File: src/hdl/ftcm_pkg.sv
// shared types, codes and constants of the force/torque calibration matrix
package ftcm_pkg;

  // default sizes of the calibration matrix
  localparam int AXES_DEFAULT  = 6;
  localparam int GAGES_DEFAULT = 6;

  // number of gage fields carried by one input item
  localparam int GAGE_FIELDS = 6;

  // arithmetic widths
  localparam int GAGE_W   = 16;
  localparam int CORR_W   = 17;
  localparam int COEF_W   = 24;
  localparam int MUL_W    = 41;
  localparam int SUM_W    = 45;
  localparam int SG_W     = 49;
  localparam int PP_SPLIT = 24;
  localparam int OP_W     = 26;
  localparam int PP_W     = 52;
  localparam int P_W      = 94;
  localparam int VAL_W    = 32;

  // configuration port
  localparam int CFG_W     = 24;
  localparam int CFG_IDX_W = 2;
  localparam logic [CFG_IDX_W-1:0] CFG_ACTIVE_AXES  = 2'd0;
  localparam logic [CFG_IDX_W-1:0] CFG_ACTIVE_GAGES = 2'd1;
  localparam logic [CFG_IDX_W-1:0] CFG_GAIN_FACTOR  = 2'd2;
  localparam logic [23:0] GAIN_RESET = 24'd65536;

  // item kinds
  localparam logic [2:0] KIND_SAMPLE = 3'd0;
  localparam logic [2:0] KIND_TARE   = 3'd1;
  localparam logic [2:0] KIND_CLEAR  = 3'd2;
  localparam logic [2:0] KIND_COEF   = 3'd3;
  localparam logic [2:0] KIND_SCALE  = 3'd4;

  typedef struct packed {
    logic [2:0]         kind;
    logic signed [15:0] gage_0;
    logic signed [15:0] gage_1;
    logic signed [15:0] gage_2;
    logic signed [15:0] gage_3;
    logic signed [15:0] gage_4;
    logic signed [15:0] gage_5;
    logic [2:0]         row;
    logic [2:0]         column;
    logic signed [23:0] coefficient;
  } in_item_t;

  typedef struct packed {
    logic [2:0]         axis;
    logic signed [31:0] value;
    logic               saturated;
    logic               last;
  } out_item_t;

  typedef enum logic [2:0] {
    S_IDLE,
    S_START,
    S_DOT,
    S_WAIT,
    S_PP,
    S_PPEND,
    S_OUT
  } ctrl_state_t;

  // controller to datapath
  typedef struct packed {
    logic       take;
    logic       axis_start;
    logic       issue;
    logic       pp_step;
    logic       out_load;
    logic [2:0] axis;
    logic [2:0] gidx;
    logic [1:0] pp_sel;
    logic       last;
  } ctrl_cmd_t;

  // datapath to controller
  typedef struct packed {
    logic       start;
    logic [2:0] na;
    logic [2:0] ng;
    logic       pipe_busy;
    logic       out_free;
  } dp_sts_t;

endpackage

File: src/hdl/ftcm_ctrl.sv
// sequencer over axes, gages and partial products of one sample item
module ftcm_ctrl (
  input  logic                 clk,
  input  logic                 rst_n,
  input  ftcm_pkg::dp_sts_t    sts,
  output ftcm_pkg::ctrl_cmd_t  cmd
);
  import ftcm_pkg::*;

  ctrl_state_t state_r, state_nxt;
  logic [2:0]  axis_r, axis_nxt;
  logic [2:0]  gcnt_r, gcnt_nxt;
  logic [1:0]  ppcnt_r, ppcnt_nxt;

  // state and counters
  always_ff @(posedge clk) begin
    if (!rst_n) begin
      state_r <= S_IDLE;
      axis_r  <= '0;
      gcnt_r  <= '0;
      ppcnt_r <= '0;
    end else begin
      state_r <= state_nxt;
      axis_r  <= axis_nxt;
      gcnt_r  <= gcnt_nxt;
      ppcnt_r <= ppcnt_nxt;
    end
  end

  // next state and commands
  always_comb begin
    state_nxt      = state_r;
    axis_nxt       = axis_r;
    gcnt_nxt       = gcnt_r;
    ppcnt_nxt      = ppcnt_r;
    cmd            = '0;
    cmd.axis       = axis_r;
    cmd.gidx       = gcnt_r;
    cmd.pp_sel     = ppcnt_r;
    cmd.last       = (axis_r == sts.na - 3'd1);
    unique case (state_r)
      S_IDLE: begin
        cmd.take = 1'b1;
        if (sts.start) begin
          axis_nxt  = '0;
          state_nxt = S_START;
        end
      end
      S_START: begin
        cmd.axis_start = 1'b1;
        gcnt_nxt       = '0;
        ppcnt_nxt      = '0;
        state_nxt      = (sts.ng == 3'd0) ? S_PP : S_DOT;
      end
      S_DOT: begin
        cmd.issue = 1'b1;
        if (gcnt_r == sts.ng - 3'd1) begin
          state_nxt = S_WAIT;
        end else begin
          gcnt_nxt = gcnt_r + 3'd1;
        end
      end
      S_WAIT: begin
        if (!sts.pipe_busy) begin
          state_nxt = S_PP;
        end
      end
      S_PP: begin
        cmd.pp_step = 1'b1;
        if (ppcnt_r == 2'd3) begin
          state_nxt = S_PPEND;
        end else begin
          ppcnt_nxt = ppcnt_r + 2'd1;
        end
      end
      S_PPEND: begin
        state_nxt = S_OUT;
      end
      S_OUT: begin
        if (sts.out_free) begin
          cmd.out_load = 1'b1;
          if (cmd.last) begin
            state_nxt = S_IDLE;
          end else begin
            axis_nxt  = axis_r + 3'd1;
            state_nxt = S_START;
          end
        end
      end
      default: begin
        state_nxt = S_IDLE;
      end
    endcase
  end

endmodule

File: config.mk
export PLATFORM = sky130hd
export DESIGN_NAME = ftcm_ctrl
export DESIGN_NICKNAME = d
export VERILOG_FILES = /design/src/hdl/ftcm_pkg.sv /design/src/hdl/ftcm_ctrl.sv
export SDC_FILE = /design/constraint.sdc
export NUM_CORES = 1
export LEC_CHECK = 0
export BUFFER_PORTS_ARGS = -buffer_cell sky130_fd_sc_hd__buf_2
export CAP_MARGIN = 40
export CELL_PAD_IN_SITES_DETAIL_PLACEMENT = 0
export CELL_PAD_IN_SITES_GLOBAL_PLACEMENT = 1
export CORE_UTILIZATION = 32
export CTS_BUF_LIST = sky130_fd_sc_hd__clkbuf_4
export DETAILED_ROUTE_END_ITERATION = 7
export PLACE_DENSITY_LB_ADDON = 0.1
export SYNTH_ARGS = -nofsm -noshare
export SYNTH_HDL_FRONTEND = slang
export SYNTH_SLANG_ARGS = --single-unit
File: constraint.sdc
create_clock -name clk -period 2.25 [get_ports clk]
set_clock_uncertainty 0.2 [all_clocks]
set_input_delay 0.45 -clock clk [delete_from_list [all_inputs] [get_ports clk]]
set_output_delay 0.45 -clock clk [all_outputs]
set_load 0.1 [all_outputs]
==> metrics.md, run 1 <==
| Metric | Value |
|---|---|
| Status | `completed` |
| Achievable clock frequency | `about 0.46 GHz` |
| Nets | `143` |
| CTS tree | `done` |
| Ys async rst share | `0%` |
| Hold_buf cts | `0` |
| Switching power | `286 µW` |
| Worst slew pin tran | `0.488 ns` |
| TNS Setup | `0 ns` |
| Drt pass-1 iters | `3` |
| Residual DRC count | `0` |
| Worst Setup Path Type | `register to output pin` |
| Crit start category | `register` |
| HP Start | `rst_n` |
| Commonest cells post-synth | `11 x dfxtp_1, 11 x inv_1, 9 x nand2_1, 6 x ha_1, 5 x a21oi_1` |
| Clock sink total | `11` |
| Fill cell count | `242` |
| Crit path max fanout | `14` |
| Sw Ratio | `42.5%` |
| Total number of yosys warnings | `0` |
| Tot GR Track Use | `about 16%` |
| # IOs | `25` |
| Worst-Skew Late Latency | `between 0.2 and 0.3 ns` |
| Worst path cell trace | `or3b_2, inv_1, buf_12` |
| Worst Slack Setup Final | `0.0852 ns` |
| Total number of vias | `between 800 and 900` |
| Final setup viols | `0` |
| CP startpoint | `state_r[2]` |
| Relative slew slack | `67.7%` |
| RSZ-0062 raised after global routing | `no` |
| Pin count of the biggest net entering global routing | `15` |
| Comb power frac | `44.3%` |
| Power Internal | `387 µW` |
| Cell variety after synth | `just over 40` |
| HPWL after DPL | `1.51 mm` |
| WP data arrival | `1.51 ns` |
| Layout cells sized above 1 | `a little over two fifths` |
| I/O Buffers | `24` |
| Syn Inst Count | `96` |
| Routed length per instance | `12.1 µm` |
| FF-to-FF Start | `gcnt_r[2]` |
| Area Overhead vs Synth | `44.4%` |
| Synth top area share | `26.5%` |
| First-pass GRT wire length | `just over 3 mm` |
| Post-route minimum period | `2.16 ns` |
| Ant diodes | `0` |
| Synthesized area per cell | `8.65 µm²` |
| Clock transition at path regs | `0.08 ns` |
| Full die area | `2800 µm²` |
| Final Cycle Share | `96.2%` |
| Data required time of the worst path | `about 1.6 ns` |
| Multi-input logic area | `about 620 µm²` |
| Setup bufs post-CTS | `0` |
| CP top delay family | `simple AND/OR/NAND/NOR gates` |
| Yosys reg bits | `11` |
| TritonCTS buffer count | `3` |
| Initial cell density of the core | `33.8%` |
| Register area | `233 µm²` |
| Total gr overflow | `0` |
| Critical path's slowest cell | `or3b_2` |
| Maximum vdd drop | `between 300 and 400 µV` |
| Main area contributors after synthesis | `dfxtp_1 27%, ha_1 9.0%, inv_1 5.0%` |
| Sequential Power Share | `32.7%` |
| Longest Clk Path Bufs | `2` |
| CP max stage delay | `roughly 0.53 ns` |
| Clock power frac | `a little under a quarter` |
| Synthesized Nets | `113` |
| PD cells | `561 nW/µm²` |
| Vias per cell | `5.17` |
| CP Capture Type | `output pin` |
| Dpl cells | `approximately 150` |
| Row cnt | `18` |
| Synth area leader | `dfxtp_1` |
| Sequential area share after synthesis | `26.5%` |
| Root cell of the clock tree | `clkbuf_4` |
| Final hold vios | `0` |
| Die width | `53.0 µm` |
| Core ar. | `2450 µm²` |
| Antenna Nets Post-Route | `0` |
| Initial antenna violation count | `0` |
| H-tree depth | `1` |
| Cell Area, Synth | `831 µm²` |
| Dominant synthesized flop cell | `dfxtp_1` |
| Chip height | `~53 µm` |
| Vias in the first global route | `663` |
| Post-synth EDFFs | `0` |
| Leak | `around 0.54 nW` |
| Routability cong. | `roughly 0.69` |
| Max_cap viols | `0` |
| Post-Place Worst Slack | `-0.0619 ns` |
| Worst hold margin | `roughly 0.27 ns` |
| Max-slew violation count | `0` |
| CP bufs+invs | `2` |
| Final wirelength | `1.88 mm` |
| Non-filler cells in the finished layout | `155` |
| Iteration-0 DRC Markers | `6` |
| Hold Crit Class | `input pin to register` |
[cells by family after synthesis]
| logic type | Yosys count | share of synthesized area, % |
|---|---|---|
| mux | 4 | 5.12 |
| simple gates | 35 | 24.5 |
| buf+inv | 14 | 6.48 |
| compound gates | 20 | 18.4 |
| fa+ha+maj | 6 | 9.04 |
| flops | 11 | 26.5 |
| xor+xnor | 6 | 9.94 |
[repair_timing]
action,in CTS,in global routing
endpoints found under the setup margin,3,4
pin swaps,1,2
gates resized for setup,1,2
[worst reg2reg max path: stages (launching register included)]
cell and delay (ns):
dfxtp_2 0.36, xnor3_2 0.44, a311oi_4 0.39, mux2_2 0.37, nor2_1 0.09
[flip-flops by register name (all words and copies together) (netlist names)]
register / flops
axis_r: 3
gcnt_r: 3
state_r: 3
ppcnt_r: 2
[per-stage QoR]
step / utilization, % / area [µm²] / power [mW]
2_1_floorplan: - / 916 / 0.446
3_3_place_gp: 47.5 / 1160 / 0.524
3_5_place_dp: 47.5 / 1160 / 0.525
4_1_cts: 48.7 / 1200 / 0.681
5_1_grt: 48.9 / 1200 / 0.711
6_report: 48.9 / 1200 / 0.673
[layer usage]
layer	vias to the layer above	wire length, µm	global-route usage [%]	share of wire [%]
met4	0	15	5.26	0.80
met5	-	0	0	0
met3	2	72	4.31	3.8
li1	403	-	-	-
met2	18	922	25.1	49
met1	378	864	19.8	46
[power by group through the flow]
stage | sequential, mW | combinational, mW | clock [mW]
4_1_cts | 0.220 | 0.301 | 0.160
3_5_place_dp | 0.225 | 0.301 | 0
5_1_grt | 0.222 | 0.319 | 0.171
2_1_floorplan | 0.242 | 0.204 | 0
6_report | 0.220 | 0.298 | 0.155
3_3_place_gp | 0.224 | 0.300 | 0
[area by class of cell]
class	instances	share of cell area [%]
inverter	11	4.90
sequential	11	19.4
timing repair buffer	28	18.8
clock buffer	4	2.50
tap	30	3.13
multi-input combinational	71	51.3
[placed cells by master, fill, tap and decap left out, drive strengths merged, types with 2 or more instances in the layout]
| cell | instances |
|---|---|
| a21oi | 5 |
| a221oi | 2 |
| a22oi | 2 |
| and2 | 2 |
| buf | 28 |
| clkbuf | 4 |
| dfxtp | 11 |
| ha | 6 |
| inv | 11 |
| mux2 | 2 |
| mux2i | 2 |
| nand2 | 9 |
| nand2b | 2 |
| nand3 | 3 |
| nor2 | 3 |
| nor3 | 4 |
| o21ai | 4 |
| o2bb2ai | 2 |
| or3 | 2 |
| xnor2 | 2 |
| xor2 | 2 |
[final timing paths]
kind | cells after the start | slack (ns) | to
min reg2reg | 2 | 0.30 | gcnt_r[2]
max | 3 | 0.09 | cmd[12]
max reg2reg | 4 | 0.33 | gcnt_r[0]
min | 2 | 0.27 | ppcnt_r[1]
Note: power is estimated with default switching activity, not from simulation.
==> run 2: changes to the inputs <==
CORE_ASPECT_RATIO = 1.75   (was unset)
clock period = 2.43 ns   (was 2.25 ns; I/O delays follow)
==> run 2 against run 1 <==
  * Routed wire length increased by 15%
  * Combinational power is 11% lower
  * Count of clock-buffer cells in the layout unchanged
  * Critical path type is now input pin to output pin
  * Largest cell class unchanged
  * Largest power group unchanged
  * Highest routed layer unchanged
==> metrics.md, run 2 (synthesized netlist as in run 1, its figures left out) <==
| Metric | Value |
|---|---|
| Status | `completed (unchanged)` |
| Achievable clock frequency | `~0.42 GHz` |
| Worst-Skew Late Latency | `0.28 ns (was 0.27 ns)` |
| Crit path max fanout | `8 (was 14)` |
| Antenna Nets Post-Route | `0 (unchanged)` |
| I/O Buffers | `24 (unchanged)` |
| Total number of vias | `807 (was 801)` |
| Hold Crit Class | `input pin to register (unchanged)` |
| HPWL after DPL | `1.72 mm (was 1.51 mm)` |
| Area Overhead vs Synth | `35.5% (was 44.4%)` |
| Critical path's slowest cell | `nor3_4 (was or3b_2)` |
| Row cnt | `24 (was 18)` |
| Worst path cell trace | `buf_2, inv_1, ha_1, xnor2_1, nor3_4, buf_12 (was or3b_2, inv_1, buf_12)` |
| Core ar. | `2460 µm² (was 2450 µm²)` |
| Root cell of the clock tree | `clkbuf_4 (unchanged)` |
| Clock sink total | `11 (unchanged)` |
| Final setup viols | `0 (unchanged)` |
| PD cells | `550 nW/µm² (was 561 nW/µm²)` |
| Worst Setup Path Type | `input pin to output pin (was register to output pin)` |
| Drt pass-1 iters | `2 (was 3)` |
| Tot GR Track Use | `17.1% (was 15.6%)` |
| Final Cycle Share | `97.0%` |
| Routed length per instance | `14.4 µm (was 12.1 µm)` |
| Ant diodes | `0 (unchanged)` |
| Post-route minimum period | `2.36 ns` |
| H-tree depth | `1 (unchanged)` |
| Nets | `142 (was 143)` |
| Full die area | `2810 µm² (was 2800 µm²)` |
| TritonCTS buffer count | `3 (unchanged)` |
| Most frequent cells in the layout | `20 x buf_2, 11 x inv_1, 9 x nand2_1, 6 x ha_1, 6 x dfxtp_1 (was 19 x buf_2, 9 x inv_1, 9 x nand2_1)` |
| CP Capture Type | `output pin (unchanged)` |
| CP bufs+invs | `3 (was 2)` |
| RR Endpoint | `gcnt_r[0] (unchanged)` |
| Initial antenna violation count | `0 (unchanged)` |
| Pin count of the biggest net entering global routing | `15 (unchanged)` |
| # IOs | `25 (unchanged)` |
| TNS Setup | `0 ns (unchanged)` |
| Power Total | `619 µW (was 673 µW)` |
| Max-slew violation count | `0 (unchanged)` |
| Max_cap viols | `0 (unchanged)` |
| Initial cell density of the core | `33.7% (was 33.8%)` |
| First-pass GRT wire length | `3.26 mm (was 3.11 mm)` |
| Final hold vios | `0 (unchanged)` |
| Worst Slack Setup Final | `0.0727 ns (was 0.0852 ns)` |
| Post-Place Worst Slack | `0.0801 ns (was -0.0619 ns)` |
| Layout cells sized above 1 | `37.9% (was 42.4%)` |
| CP max stage delay | `0.37 ns (was 0.53 ns)` |
| Leak | `0.520 nW (was 0.536 nW)` |
| CP top delay family | `simple AND/OR/NAND/NOR gates (unchanged)` |
| Chip height | `69.4 µm (was 53.0 µm)` |
| Worst Hold End | `ppcnt_r[1] (unchanged)` |
| Final wirelength | `2.16 mm (was 1.88 mm)` |
| R2r setup slk | `0.46 ns (was 0.33 ns)` |
| CTS tree | `done (unchanged)` |
| Worst slew pin tran | `0.486 ns (was 0.488 ns)` |
| Vias per cell | `5.38 (was 5.17)` |
| Maximum vdd drop | `199 µV (was 367 µV)` |
| Hold_buf cts | `0 (unchanged)` |
| Longest Clk Path Bufs | `2 (unchanged)` |
| Vias in the first global route | `740 (was 663)` |
| Data required time of the worst path | `1.74 ns (was 1.60 ns)` |
| Routability cong. | `0.758 (was 0.693)` |
| Crit start category | `input pin (was register)` |
| End-of-flow core utilization | `45.7% (was 48.9%)` |
| Worst hold margin | `0.274 ns (was 0.273 ns)` |
| Most common cell after layout, fill and taps aside | `buf_2 (unchanged)` |
| Largest regs | `axis_r: 3 flops, gcnt_r: 3 flops, state_r: 3 flops (unchanged)` |
| FF-to-FF Start | `state_r[1] (was gcnt_r[2])` |
| WHS Path Cells | `2 (unchanged)` |
| HP Start | `rst_n (unchanged)` |
| Iteration-0 DRC Markers | `9 (was 6)` |
| Die width | `40.5 µm (was 53.0 µm)` |
| Reg2Reg Depth | `4 (unchanged)` |
| Clock transition at path regs | `0.09 ns (was 0.08 ns)` |
| RSZ-0062 raised after global routing | `yes (was no)` |
| WP data arrival | `1.67 ns (was 1.51 ns)` |
| Relative slew slack | `67.8% (was 67.7%)` |
| Total gr overflow | `0 (unchanged)` |
| Residual DRC count | `0 (unchanged)` |
==> run 2: per-layer routing <==
| layer | global-route usage (%) | wire length, µm |
|---|---|---|
| met5 | 0 | 0 |
| met1 | 17.6 | 827 |
| met4 | 10.0 | 76 |
| met3 | 1.92 | 61 |
| met2 | 29.5 | 1200 |
==> run 2: layout make-up <==
| type | instances | area, µm² |
|---|---|---|
| fillers | 266 | 1340 |
| multi-input cells | 71 | 591 |
| flip-flops and latches | 11 | 229 |
| repair buffers | 27 | 203 |
| inverters | 11 | 41.3 |
| well taps | 26 | 32.5 |
| clock buffers | 4 | 30.0 |
==> run 2: stage by stage <==
step           instances  instance area [µm²]
5_1_grt              150                 1130
3_3_place_gp         146                 1090
6_report             150                 1130
4_1_cts              150                 1120
2_1_floorplan         96                  872
3_5_place_dp         146                 1090
==> run 2: timing repair <==
item,in CTS,in global routing
setup buffers,0,0
endpoints found under the setup margin,0,2
resized for setup,0,1
==> run 2: worst max-delay path by stage <==
stage,startpoint,to,cells after the start,slack (ns)
4_1_cts,axis_r[2],cmd[0],3,0.04
6_report,sts[5],cmd[0],6,0.07
3_3_place_gp,sts[5],cmd[0],6,0.11
3_5_place_dp,sts[5],cmd[0],6,0.08
2_1_floorplan,axis_r[2],cmd[0],2,-0.21
5_1_grt,sts[5],cmd[0],6,-0.0009
==> run 2: report_power, final <==
| part | leakage [nW] | total [mW] | switching [mW] | internal [mW] |
|---|---|---|---|---|
| sequential | 0.0920 | 0.203 | 0.0157 | 0.187 |
| combinational | 0.409 | 0.266 | 0.180 | 0.0861 |
| clock | 0.0184 | 0.151 | 0.0756 | 0.0750 |
| total | 0.520 | 0.619 | 0.271 | 0.348 |
==> run 3: changes to the inputs <==
PLACE_DENSITY = 0.72   (was unset)
PLACE_DENSITY_LB_ADDON = unset   (was 0.1)
==> run 3 against run 2 <==
  * Total power is 2.6% lower
  * Count of clock-buffer cells in the layout stayed put
  * Clock power is 5% lower
  * Critical path depth is 3 lower
  * Sequential share of layout area hardly changed
  * Via count is 0.50% higher
  * Core utilization is 0.36 points lower
  * Combinational power is 2% lower
  * Final area is 0.78% lower
  * Maximum frequency is 3.1% higher
==> metrics.md, run 3 (synthesized netlist as in run 1, its figures left out) <==
| Metric | Value |
|---|---|
| Full die area | `2810 µm² (unchanged)` |
| RSZ-0062 raised after global routing | `no (was yes)` |
| Die width | `40.5 µm (unchanged)` |
| Initial antenna violation count | `0 (unchanged)` |
| Residual DRC count | `0 (unchanged)` |
| Total gr overflow | `0 (unchanged)` |
| Post-route minimum period | `2.29 ns (was 2.36 ns)` |
| Power Total | `603 µW (was 619 µW)` |
| HPWL after DPL | `1.60 mm (was 1.72 mm)` |
| First-pass GRT wire length | `3.42 mm (was 3.26 mm)` |
| Hold Crit Class | `register to register (was input pin to register)` |
| Fill cell count | `275 (was 266)` |
| Initial cell density of the core | `33.7% (unchanged)` |
| Max-slew violation count | `0 (unchanged)` |
| CP top delay family | `buffers and inverters (was simple AND/OR/NAND/NOR gates)` |
| End-of-flow core utilization | `45.4% (was 45.7%)` |
| Data required time of the worst path | `1.74 ns (about the same)` |
| Critical path's slowest cell | `dfxtp_1 (was nor3_4)` |
| Vias in the first global route | `809 (was 740)` |
| Final wirelength | `2.00 mm (was 2.16 mm)` |
| Clock sink total | `11 (unchanged)` |
| # IOs | `25 (unchanged)` |
| Post-Place Worst Slack | `0.180 ns (was 0.0801 ns)` |
| Worst slew pin tran | `0.485 ns (was 0.486 ns)` |
| Worst path cell trace | `inv_1, nor3_4, buf_2 (was buf_2, inv_1, ha_1, xnor2_1, nor3_4, buf_12)` |
| WP data arrival | `1.60 ns (was 1.67 ns)` |
| Longest Clk Path Bufs | `2 (unchanged)` |
| Setup bufs post-CTS | `0 (unchanged)` |
| WHS Path Cells | `2 (unchanged)` |
| I/O Buffers | `24 (unchanged)` |
| TritonCTS buffer count | `3 (unchanged)` |
| Pin count of the biggest net entering global routing | `16 (was 15)` |
| Max_cap viols | `0 (unchanged)` |
| Tot GR Track Use | `16.7% (was 17.1%)` |
| Drt pass-1 iters | `4 (was 2)` |
| FF-to-FF Start | `state_r[2] (was state_r[1])` |
| Most common cell after layout, fill and taps aside | `buf_2 (unchanged)` |
| Nets | `143 (was 142)` |
| Area Overhead vs Synth | `34.5% (was 35.5%)` |
| R2r setup slk | `0.40 ns (was 0.46 ns)` |
| Worst Slack Setup Final | `0.144 ns (was 0.0727 ns)` |
| Achievable clock frequency | `0.437 GHz (was 0.424 GHz)` |
| Routability cong. | `0.786 (was 0.758)` |
| Worst Setup Path Type | `register to output pin (was input pin to output pin)` |
| Core ar. | `2460 µm² (unchanged)` |
| Non-filler cells in the finished layout | `151 (was 150)` |
| Ant diodes | `0 (unchanged)` |
| Relative slew slack | `67.9% (was 67.8%)` |
| Hold_buf cts | `0 (unchanged)` |
| Chip height | `69.4 µm (unchanged)` |
| CP bufs+invs | `2 (was 3)` |
| Maximum vdd drop | `263 µV (was 199 µV)` |
| Multi-input logic area | `591 µm² (unchanged)` |
| Layout cells sized above 1 | `37.6% (was 37.9%)` |
| H-tree depth | `1 (unchanged)` |
| Total number of vias | `811 (was 807)` |
| Final hold vios | `0 (unchanged)` |
| Status | `completed (unchanged)` |
| Dpl cells | `147 (was 146)` |
| Clock transition at path regs | `0.08 ns (was 0.09 ns)` |
| Leak | `0.522 nW (was 0.520 nW)` |
| CP Capture Type | `output pin (unchanged)` |
| Reg2Reg Depth | `5 (was 4)` |
| CP max stage delay | `0.53 ns (was 0.37 ns)` |
| Worst Hold End | `axis_r[2] (was ppcnt_r[1])` |
| Post_cts resized | `0 (unchanged)` |
| Vias per cell | `5.37 (was 5.38)` |
| Row cnt | `24 (unchanged)` |
| Final setup viols | `0 (unchanged)` |
| Iteration-0 DRC Markers | `18 (was 9)` |
| Final Cycle Share | `94.1% (was 97.0%)` |
| Crit path max fanout | `11 (was 8)` |
| Worst-Skew Late Latency | `0.27 ns (was 0.28 ns)` |
| RR Endpoint | `gcnt_r[0] (unchanged)` |
| CTS tree | `done (unchanged)` |
| Antenna Nets Post-Route | `0 (unchanged)` |
| Register area | `228 µm² (was 229 µm²)` |
| Most frequent cells in the layout | `21 x buf_2, 11 x inv_1, 9 x nand2_1, 7 x dfxtp_1, 6 x ha_1 (was 20 x buf_2, 11 x inv_1, 9 x nand2_1, 6 x ha_1, 6 x dfxtp_1)` |
| Root cell of the clock tree | `clkbuf_4 (unchanged)` |
| PD cells | `540 nW/µm² (was 550 nW/µm²)` |
| HP Start | `axis_r[2] (was rst_n)` |
| Largest regs | `axis_r: 3 flops, gcnt_r: 3 flops, state_r: 3 flops (unchanged)` |
| Crit start category | `register (was input pin)` |
| Routed length per instance | `13.2 µm (was 14.4 µm)` |
run 3: changes by cell type in the layout (fill, tap and decap cells not counted), sizes merged:
cell | before | now
buf | 27 | 28
run 3: final cells by class:
cell class	instances	share of cell area [%]
clock buffer	4	2.69
tap	26	2.91
inverter	11	3.70
timing repair buffer	28	17.5
sequential	11	20.4
multi-input combinational	71	52.9
run 3: how the worst max path moves through the flow:
stage               cells after the start        from         to
floorplan                               2   axis_r[2]     cmd[0]
global placement                        8      sts[5]  axis_r[2]
detailed placement                      8      sts[5]  axis_r[2]
CTS                                     3  state_r[2]    cmd[10]
global route                            3  state_r[2]    cmd[10]
finish                                  3  state_r[2]    cmd[10]
run 3: power breakdown:
group          switching [mW]  total, mW  internal [mW]
clock network          0.0681      0.143         0.0748
logic                   0.177      0.261         0.0835
registers              0.0129      0.200          0.187
total                   0.258      0.603          0.345
run 3: worst min-delay path, delay by kind of cell, from the launching register on:
kind / cells / cell delay (ns)
AOI/OAI and AO/OA: 1 / 0.05
DFF: 1 / 0.36
and+or+nand+nor: 1 / 0.05
run 3: through the flow:
step	hold WS (ns)	setup TNS (ns)	cell area, µm²
2_1_floorplan	0.408	-0.727	872
3_3_place_gp	0.283	0	1090
3_5_place_dp	0.289	0	1090
4_1_cts	0.299	0	1120
5_1_grt	0.312	0	1120
6_report	0.295	0	1120
run 3: metal layers:
layer / part of all wire (%) / up-vias / GRT usage [%]
met3: 5.0 / 2 / 1.92
met4: 0.80 / 0 / 6.67
met5: 0 / - / 0
li1: - / 403 / -
met2: 57 / 25 / 28.9
met1: 37 / 381 / 18.8
